<file path="src/rtl/kpe_pkg.sv">
// Shared types, event kind codes and the pin map of the keypad press event encoder.
// Has no dependencies; every other file in rtl/ imports it.
package kpe_pkg;

  localparam int unsigned SampleWidth = 16;
  localparam int unsigned NumPinsDflt = 16;
  localparam int unsigned KindWidth   = 3;
  localparam int unsigned CodeWidth   = 8;
  localparam int unsigned OutDataW    = 16;

  localparam logic [KindWidth-1:0] KIND_MATRIX = 3'd0;
  localparam logic [KindWidth-1:0] KIND_UP     = 3'd1;
  localparam logic [KindWidth-1:0] KIND_SELECT = 3'd2;
  localparam logic [KindWidth-1:0] KIND_DOWN   = 3'd3;
  localparam logic [KindWidth-1:0] KIND_RIGHT  = 3'd4;
  localparam logic [KindWidth-1:0] KIND_LEFT   = 3'd5;
  localparam logic [KindWidth-1:0] KIND_BACK   = 3'd6;
  localparam logic [KindWidth-1:0] KIND_ANY    = 3'd7;

  localparam logic [CodeWidth-1:0] SPACE_CODE  = 8'd32;

  // One event on its way from the scanner to the output register.
  typedef struct packed {
    logic [KindWidth-1:0] kind;
    logic [CodeWidth-1:0] code;
    logic                 last;
  } kpe_event_t;

  // Event kind of each pin.
  function automatic logic [KindWidth-1:0] kpe_pin_kind(input logic [3:0] pin);
    logic [KindWidth-1:0] kind;
    unique case (pin)
      4'd0:    kind = KIND_UP;
      4'd1:    kind = KIND_SELECT;
      4'd2:    kind = KIND_DOWN;
      4'd8:    kind = KIND_RIGHT;
      4'd9:    kind = KIND_LEFT;
      4'd11:   kind = KIND_BACK;
      4'd14:   kind = KIND_ANY;
      default: kind = KIND_MATRIX;
    endcase
    return kind;
  endfunction

  // T9 table index for matrix pins, space for the any-key pin, zero otherwise.
  function automatic logic [CodeWidth-1:0] kpe_pin_code(input logic [3:0] pin);
    logic [CodeWidth-1:0] code;
    unique case (pin)
      4'd3:    code = 8'd8;
      4'd4:    code = 8'd4;
      4'd5:    code = 8'd1;
      4'd6:    code = 8'd3;
      4'd7:    code = 8'd7;
      4'd10:   code = 8'd6;
      4'd12:   code = 8'd0;
      4'd13:   code = 8'd2;
      4'd14:   code = SPACE_CODE;
      4'd15:   code = 8'd5;
      default: code = 8'd0;
    endcase
    return code;
  endfunction

endpackage

</file>
<file path="src/rtl/kpe_scan.sv">
// Bit-serial press scanner: detects falling pin edges, shifts the press mask out
// one pin per cycle unless stalled and looks pressed pins up in kpe_pkg's pin map.
module kpe_scan #(
  parameter int unsigned NUM_PINS = kpe_pkg::NumPinsDflt
) (
  input  logic                            clk_i,
  input  logic                            rst_ni,
  input  logic                            smp_valid_i,
  output logic                            smp_ready_o,
  input  logic [kpe_pkg::SampleWidth-1:0] smp_pins_i,
  output logic                            evt_valid_o,
  input  logic                            evt_ready_i,
  output kpe_pkg::kpe_event_t             evt_o
);
  import kpe_pkg::*;

  localparam int unsigned PinW = (NUM_PINS > 1) ? $clog2(NUM_PINS) : 1;

  logic [SampleWidth-1:0] prev_q, prev_d;
  logic                   first_q, first_d;
  logic                   busy_q, busy_d;
  logic [NUM_PINS-1:0]    mask_q, mask_d;
  logic [PinW-1:0]        pin_q, pin_d;
  logic [SampleWidth-1:0] pressed;
  logic [NUM_PINS-1:0]    rest;
  logic                   accept;
  logic                   advance;

  assign smp_ready_o = !busy_q;
  assign accept      = smp_valid_i && !busy_q;
  assign pressed     = prev_q & ~smp_pins_i;
  assign rest        = mask_q >> 1;
  assign advance     = busy_q && (!mask_q[0] || evt_ready_i);

  assign evt_valid_o = busy_q && mask_q[0];
  assign evt_o.kind  = kpe_pin_kind(4'(pin_q));
  assign evt_o.code  = kpe_pin_code(4'(pin_q));
  assign evt_o.last  = (rest == '0);

  always_comb begin
    prev_d  = prev_q;
    first_d = first_q;
    busy_d  = busy_q;
    mask_d  = mask_q;
    pin_d   = pin_q;
    if (accept) begin
      prev_d  = smp_pins_i;
      first_d = 1'b0;
      mask_d  = pressed[NUM_PINS-1:0];
      pin_d   = '0;
      busy_d  = !first_q && (pressed[NUM_PINS-1:0] != '0);
    end else if (advance) begin
      mask_d = rest;
      pin_d  = pin_q + PinW'(1);
      busy_d = (rest != '0);
    end
  end

  always_ff @(posedge clk_i or negedge rst_ni) begin
    if (!rst_ni) begin
      prev_q  <= '1;
      first_q <= 1'b1;
      busy_q  <= 1'b0;
    end else begin
      prev_q  <= prev_d;
      first_q <= first_d;
      busy_q  <= busy_d;
    end
  end

  always_ff @(posedge clk_i) begin
    mask_q <= mask_d;
    pin_q  <= pin_d;
  end

endmodule

</file>
<file path="src/rtl/kpe_out.sv">
// Output register of the encoder: holds one event until the sink takes it and
// packs it onto the stream bus. Uses kpe_pkg.
module kpe_out (
  input  logic                         clk_i,
  input  logic                         rst_ni,
  input  logic                         evt_valid_i,
  output logic                         evt_ready_o,
  input  kpe_pkg::kpe_event_t          evt_i,
  output logic                         m_axis_tvalid_o,
  input  logic                         m_axis_tready_i,
  output logic [kpe_pkg::OutDataW-1:0] m_axis_tdata_o,
  output logic                         m_axis_tlast_o
);
  import kpe_pkg::*;

  logic       valid_q, valid_d;
  kpe_event_t evt_q, evt_d;

  assign evt_ready_o = !valid_q || m_axis_tready_i;

  always_comb begin
    valid_d = valid_q;
    evt_d   = evt_q;
    if (evt_ready_o) begin
      valid_d = evt_valid_i;
      if (evt_valid_i) begin
        evt_d = evt_i;
      end
    end
  end

  always_ff @(posedge clk_i or negedge rst_ni) begin
    if (!rst_ni) begin
      valid_q <= 1'b0;
    end else begin
      valid_q <= valid_d;
    end
  end

  always_ff @(posedge clk_i) begin
    evt_q <= evt_d;
  end

  assign m_axis_tvalid_o = valid_q;
  assign m_axis_tdata_o  = {{(OutDataW - KindWidth - CodeWidth){1'b0}}, evt_q.code, evt_q.kind};
  assign m_axis_tlast_o  = evt_q.last;

endmodule

</file>
<file path="src/rtl/keypad_press_event_encoder.sv">
// Top level of the keypad press event encoder: press scanner plus output register.
// Depends on kpe_pkg, kpe_scan and kpe_out.
//
// Usage: each item on the slave stream is one sample of sixteen active-low button
// pins. The first sample after reset is only stored and causes no events. For
// every later sample, each pin that went from high to low is a new press, and
// pins 0 to NUM_PINS-1 are scanned in ascending order, one pin per clock cycle.
// Every press leaves on the master stream as one item carrying the event kind and
// key code; tlast marks the final event caused by that sample.
// Timing: a sample that causes no events leaves the scanner idle. Otherwise the
// scanner is busy up to and including the highest pressed pin. A new sample is
// accepted in the cycle after the scanner has handed its last event to the
// output register, even while that event still waits there.
// Reset (rst_ni low, asynchronous) sets the stored previous sample to all ones,
// marks the next sample as the first one and empties the output register.
// If the receiver stalls, the output register holds its event, the scanner
// stops at the next pressed pin, and tready on the slave side stays low until
// the scan of the current sample is done.
module keypad_press_event_encoder #(
  parameter int unsigned NUM_PINS = kpe_pkg::NumPinsDflt
) (
  input  logic                            clk_i,
  input  logic                            rst_ni,
  input  logic                            s_axis_tvalid_i,
  output logic                            s_axis_tready_o,
  // [15:0] pin_sample
  input  logic [kpe_pkg::SampleWidth-1:0] s_axis_tdata_i,
  output logic                            m_axis_tvalid_o,
  input  logic                            m_axis_tready_i,
  // [2:0] event_kind, [10:3] key_code, [15:11] zero
  output logic [kpe_pkg::OutDataW-1:0]    m_axis_tdata_o,
  // last_event
  output logic                            m_axis_tlast_o
);
  import kpe_pkg::*;

  logic       evt_valid;
  logic       evt_ready;
  kpe_event_t evt;

  // Edge detection and the serial scan over the press mask.
  kpe_scan #(
    .NUM_PINS(NUM_PINS)
  ) u_scan (
    .clk_i       (clk_i),
    .rst_ni      (rst_ni),
    .smp_valid_i (s_axis_tvalid_i),
    .smp_ready_o (s_axis_tready_o),
    .smp_pins_i  (s_axis_tdata_i),
    .evt_valid_o (evt_valid),
    .evt_ready_i (evt_ready),
    .evt_o       (evt)
  );

  // Output register that decouples the scanner from the sink.
  kpe_out u_out (
    .clk_i           (clk_i),
    .rst_ni          (rst_ni),
    .evt_valid_i     (evt_valid),
    .evt_ready_o     (evt_ready),
    .evt_i           (evt),
    .m_axis_tvalid_o (m_axis_tvalid_o),
    .m_axis_tready_i (m_axis_tready_i),
    .m_axis_tdata_o  (m_axis_tdata_o),
    .m_axis_tlast_o  (m_axis_tlast_o)
  );

endmodule

</file>
<file path="config.mk">
export PLATFORM = sky130hd
export DESIGN_NAME = keypad_press_event_encoder
export DESIGN_NICKNAME = d
export VERILOG_FILES = /design/src/rtl/kpe_pkg.sv /design/src/rtl/kpe_scan.sv /design/src/rtl/kpe_out.sv /design/src/rtl/keypad_press_event_encoder.sv
export SDC_FILE = /design/constraint.sdc
export NUM_CORES = 1
export LEC_CHECK = 0
export ABC_CLOCK_PERIOD_IN_PS = 3450
export BUFFER_PORTS_ARGS = -buffer_cell sky130_fd_sc_hd__buf_4
export CORE_ASPECT_RATIO = 1.5
export CORE_MARGIN = 4
export CORE_UTILIZATION = 59
export DETAILED_ROUTE_END_ITERATION = 7
export GPL_TIMING_DRIVEN = 0
export PLACE_DENSITY = 0.85
export SKIP_CTS_REPAIR_TIMING = 1
export SYNTH_ARGS = -nofsm -noshare
export SYNTH_HDL_FRONTEND = slang
export SYNTH_SLANG_ARGS = --single-unit
</file>
<file path="constraint.sdc">
create_clock -name clk_i -period 3.45 [get_ports clk_i]
set_input_delay 0 -clock clk_i [delete_from_list [all_inputs] [get_ports clk_i]]
set_output_delay 0 -clock clk_i [all_outputs]
set_load 0.01 [all_outputs]
</file>
==> impl_metrics.prom <==
# TYPE chip_impl_metric gauge
chip_impl_info{name="run_status",value="complete, no violations"} 1
chip_impl_metric{name="worst_slew_margin_relative_to_its_limit",unit="%"} 50.9
chip_impl_metric{name="postRouteWirelength",unit="µm"} 4440
chip_impl_metric{name="grt_start_max_net_pins",unit=""} 20
chip_impl_metric{name="detailedPlace.worstSlack",unit="ns"} 1.70
chip_impl_metric{name="synth-seq-area-share",unit="%"} 59.0
chip_impl_metric{name="leakagePower",unit="nW"} 1.25
chip_impl_metric{name="track_usage",unit="%"} 19.7
chip_impl_info{name="rsz_0062_raised_after_global_routing",value="false"} 1
chip_impl_metric{name="synth.ff_latch_count",unit=""} 48
chip_impl_metric{name="finalWorstPathRequiredPeriod",unit="ns"} 1.77
chip_impl_metric{name="syn_area_per_cell",unit="µm²"} 10.2
chip_impl_metric{name="final-setup-viol-count",unit=""} 0
chip_impl_metric{name="die_area",unit="µm²"} 4880
chip_impl_metric{name="timing.max_cap.violations",unit=""} 0
chip_impl_info{name="timing_worst_setup_path_type",value="reg2reg"} 1
chip_impl_metric{name="io_buffer_count",unit=""} 30
chip_impl_info{name="cts_tree",value="built"} 1
chip_impl_info{name="cts_root_buffer",value="sky130_fd_sc_hd__clkbuf_8"} 1
chip_impl_metric{name="coreArea",unit="µm²"} 3680
chip_impl_metric{name="globalRoute.totalOverflow",unit=""} 0
chip_impl_info{name="hp-class",value="in2reg"} 1
chip_impl_metric{name="worstMarginPinSlew",unit="ns"} 0.736
chip_impl_metric{name="ys_types",unit=""} 33
chip_impl_metric{name="worst_ir_drop_vdd",unit="V"} 0.000589
chip_impl_metric{name="final_util",unit="%"} 76.4
chip_impl_metric{name="final.setup_skew",unit="ns"} 0.00323
chip_impl_metric{name="detail_route.wl_per_cell",unit="µm"} 13.7
chip_impl_info{name="worstSetupStartpointType",value="flop"} 1
chip_impl_metric{name="clkTransAtPathRegs",unit="ns"} 0.08
chip_impl_info{name="most-common-layout-cells",value="sky130_fd_sc_hd__nand2_1, sky130_fd_sc_hd__buf_4, sky130_fd_sc_hd__edfxtp_1"} 1
chip_impl_metric{name="grt_antenna_before_repair",unit=""} 0
chip_impl_metric{name="chipWidth",unit="µm"} 58.4
chip_impl_metric{name="routed_via_density",unit=""} 5.22
chip_impl_metric{name="design.final.nets",unit=""} 307
chip_impl_metric{name="first_global_vias",unit=""} 1649
chip_impl_metric{name="syn-cell-area",unit="µm²"} 2250
chip_impl_metric{name="number_of_nets_with_antenna_violations_after_routing",unit=""} 0
chip_impl_metric{name="fin_crit_sh",unit="%"} 51.4
chip_impl_metric{name="drtIter0Drc",unit=""} 85
chip_impl_info{name="worst_setup_path_end_kind",value="flop"} 1
chip_impl_metric{name="drc",unit=""} 0
chip_impl_metric{name="timing_max_transition_violations_final",unit=""} 0
chip_impl_metric{name="finalHoldViolCount",unit=""} 0
chip_impl_metric{name="cts_max_path_buffers",unit=""} 2
chip_impl_metric{name="worstSkewPairLatency",unit="ns"} 0.29
chip_impl_metric{name="drive_above_1_share",unit="%"} 25.2
chip_impl_metric{name="power-per-cell-area",unit="nW/µm²"} 837
chip_impl_metric{name="fill_cells",unit=""} 253
chip_impl_info{name="layout.cells.most_common",value="sky130_fd_sc_hd__nand2_1"} 1
chip_impl_metric{name="design.portCount",unit=""} 39
chip_impl_metric{name="htreeDepth",unit=""} 2
chip_impl_metric{name="detailedPlacementHpwl",unit="µm"} 3200
chip_impl_metric{name="floorplan.die.height",unit="µm"} 83.6
chip_impl_metric{name="grt_pass1_wl",unit="µm"} 7390
chip_impl_metric{name="synthesis.instances",unit=""} 220
chip_impl_metric{name="antenna_cells_inserted",unit=""} 0
chip_impl_metric{name="num_vias",unit=""} 1697
chip_impl_metric{name="placed_area",unit="µm²"} 2550
chip_impl_metric{name="critical_path_required",unit="ns"} 3.38
chip_impl_metric{name="critical_path_arrival",unit="ns"} 1.71
chip_impl_metric{name="cts-buffers-inserted",unit=""} 5
chip_impl_metric{name="place_congestion",unit=""} 0.825
chip_impl_metric{name="effective_utilization_at_floorplan",unit="%"} 61.1
chip_impl_metric{name="layout_setup_ws",unit="ns"} 1.68
chip_impl_metric{name="layout-area-overhead-vs-synth",unit="%"} 25.2
chip_impl_metric{name="cts.sink_count",unit=""} 48
chip_impl_metric{name="synth.yosys.warnings",unit=""} 0
chip_impl_metric{name="timing.critical_path.fanout_max",unit=""} 17
chip_impl_metric{name="final_cell_area",unit="µm²"} 2810
chip_impl_metric{name="std_cell_rows",unit=""} 27
chip_impl_metric{name="drt_pass1_iterations",unit=""} 4
chip_impl_metric{name="setup_total_negative_slack",unit="ns"} 0
chip_impl_metric{name="max_freq",unit="MHz"} 563
[metal layers]
layer | track usage [%] | share of wire [%] | wire length, µm
met5 | 0 | 0 | 0
met4 | 10.1 | 3.1 | 137
met3 | 4.18 | 4.1 | 182
met2 | 34.2 | 56 | 2470
met1 | 21.8 | 37 | 1650
[through the flow]
step                      cells  power, mW  hold WS, ns
after global routing        325       2.55       0.0192
after detailed placement    300       2.01       -0.115
after CTS                   308       2.35       -0.433
after global placement      300       1.96       -0.117
after floorplan             227       1.72       -0.296
final                       325       2.36      0.00605
[state kept, by name, summed over array words and instances, names as in the netlist]
register	cells
u_out.m_axis_tdata_o	8
u_out.m_axis_tlast_o	1
u_out.m_axis_tvalid_o	1
u_scan.busy_q	1
u_scan.first_q	1
u_scan.mask_q	16
u_scan.pin_q	4
u_scan.prev_q	16
[layout make-up]
| cell class | count | area (µm²) | area share [%] |
|---|---|---|---|
| flip-flops and latches | 48 | 1330 | 47.2 |
| multi-input cells | 159 | 830 | 29.5 |
| inverters | 4 | 15.0 | 0.534 |
| clock buffers | 8 | 90.1 | 3.20 |
| repair buffers | 47 | 395 | 14.1 |
| plain buffers | 16 | 103 | 3.65 |
| well taps | 43 | 53.8 | 1.91 |
[power by group]
part,switching [mW],total [mW],internal [mW]
registers,0.154,1.17,1.02
logic,0.503,0.846,0.343
clock network,0.176,0.340,0.164
total,0.833,2.36,1.52
[kinds of logic (layout without fill, tap and decap cells)]
| group | count (synthesis) | after routing | synth area share (%) |
|---|---|---|---|
| compound gates | 31 | 31 | 8.29 |
| xor+xnor | 1 | 1 | 0.390 |
| fa+ha+maj | 6 | 6 | 3.34 |
| buf+inv | 20 | 75 | 5.23 |
| flops | 48 | 48 | 59.0 |
| mux | 1 | 1 | 0.445 |
| other cells | 1 | 8 | 0.167 |
| simple gates | 112 | 112 | 23.1 |
[synthesized netlist by cell type, drive strengths merged]
library cell / n / area share [%]
nand2: 70 / 12
edfxtp: 25 / 33
o21ai: 19 / 4.2
dfstp: 17 / 20
nand2b: 17 / 4.7
buf: 14 / 4.2
ha: 6 / 3.3
nor2: 6 / 1.0
a21oi: 4 / 1.1
dfxtp: 4 / 3.6
inv: 4 / 0.67
nand4: 4 / 1.1
nor4: 4 / 1.1
nor2b: 3 / 1.2
o31ai: 3 / 1.0
o32ai: 3 / 1.2
and4: 2 / 0.78
clkbuf: 2 / 0.33
dfrtp: 2 / 2.2
nand3: 2 / 0.45
nor3: 2 / 0.45
a211oi: 1 / 0.33
a21boi: 1 / 0.50
conb: 1 / 0.17
mux2i: 1 / 0.45
nor3b: 1 / 0.33
or2: 1 / 0.28
xnor2: 1 / 0.39
[path summary, 6_finish.rpt]
| check | startpoint | end | slack (ns) | depth (start not counted) |
|---|---|---|---|---|
| max reg2reg | u_out.m_axis_tvalid_o | u_scan.mask_q[9] | 1.68 | 3 |
| min | m_axis_tready_i | u_out.m_axis_tvalid_o | 0.006 | 3 |
| max | u_out.m_axis_tvalid_o | u_scan.mask_q[9] | 1.68 | 3 |
| min in group asynchronous | rst_ni | u_out.m_axis_tvalid_o | 0.11 | 2 |
| min reg2reg | u_scan.prev_q[4] | u_scan.prev_q[4] | 0.46 | 2 |
| max in group asynchronous | rst_ni | u_scan.prev_q[2] | 3.09 | 2 |
[critical path, stage by stage (launching register included)]
cell and delay (ns):
sky130_fd_sc_hd__dfrtp_1 0.38, sky130_fd_sc_hd__nor2b_4 0.15, sky130_fd_sc_hd__a21oi_2 0.25, sky130_fd_sc_hd__or2_1 0.63
Power figures use the tool's default switching activity.
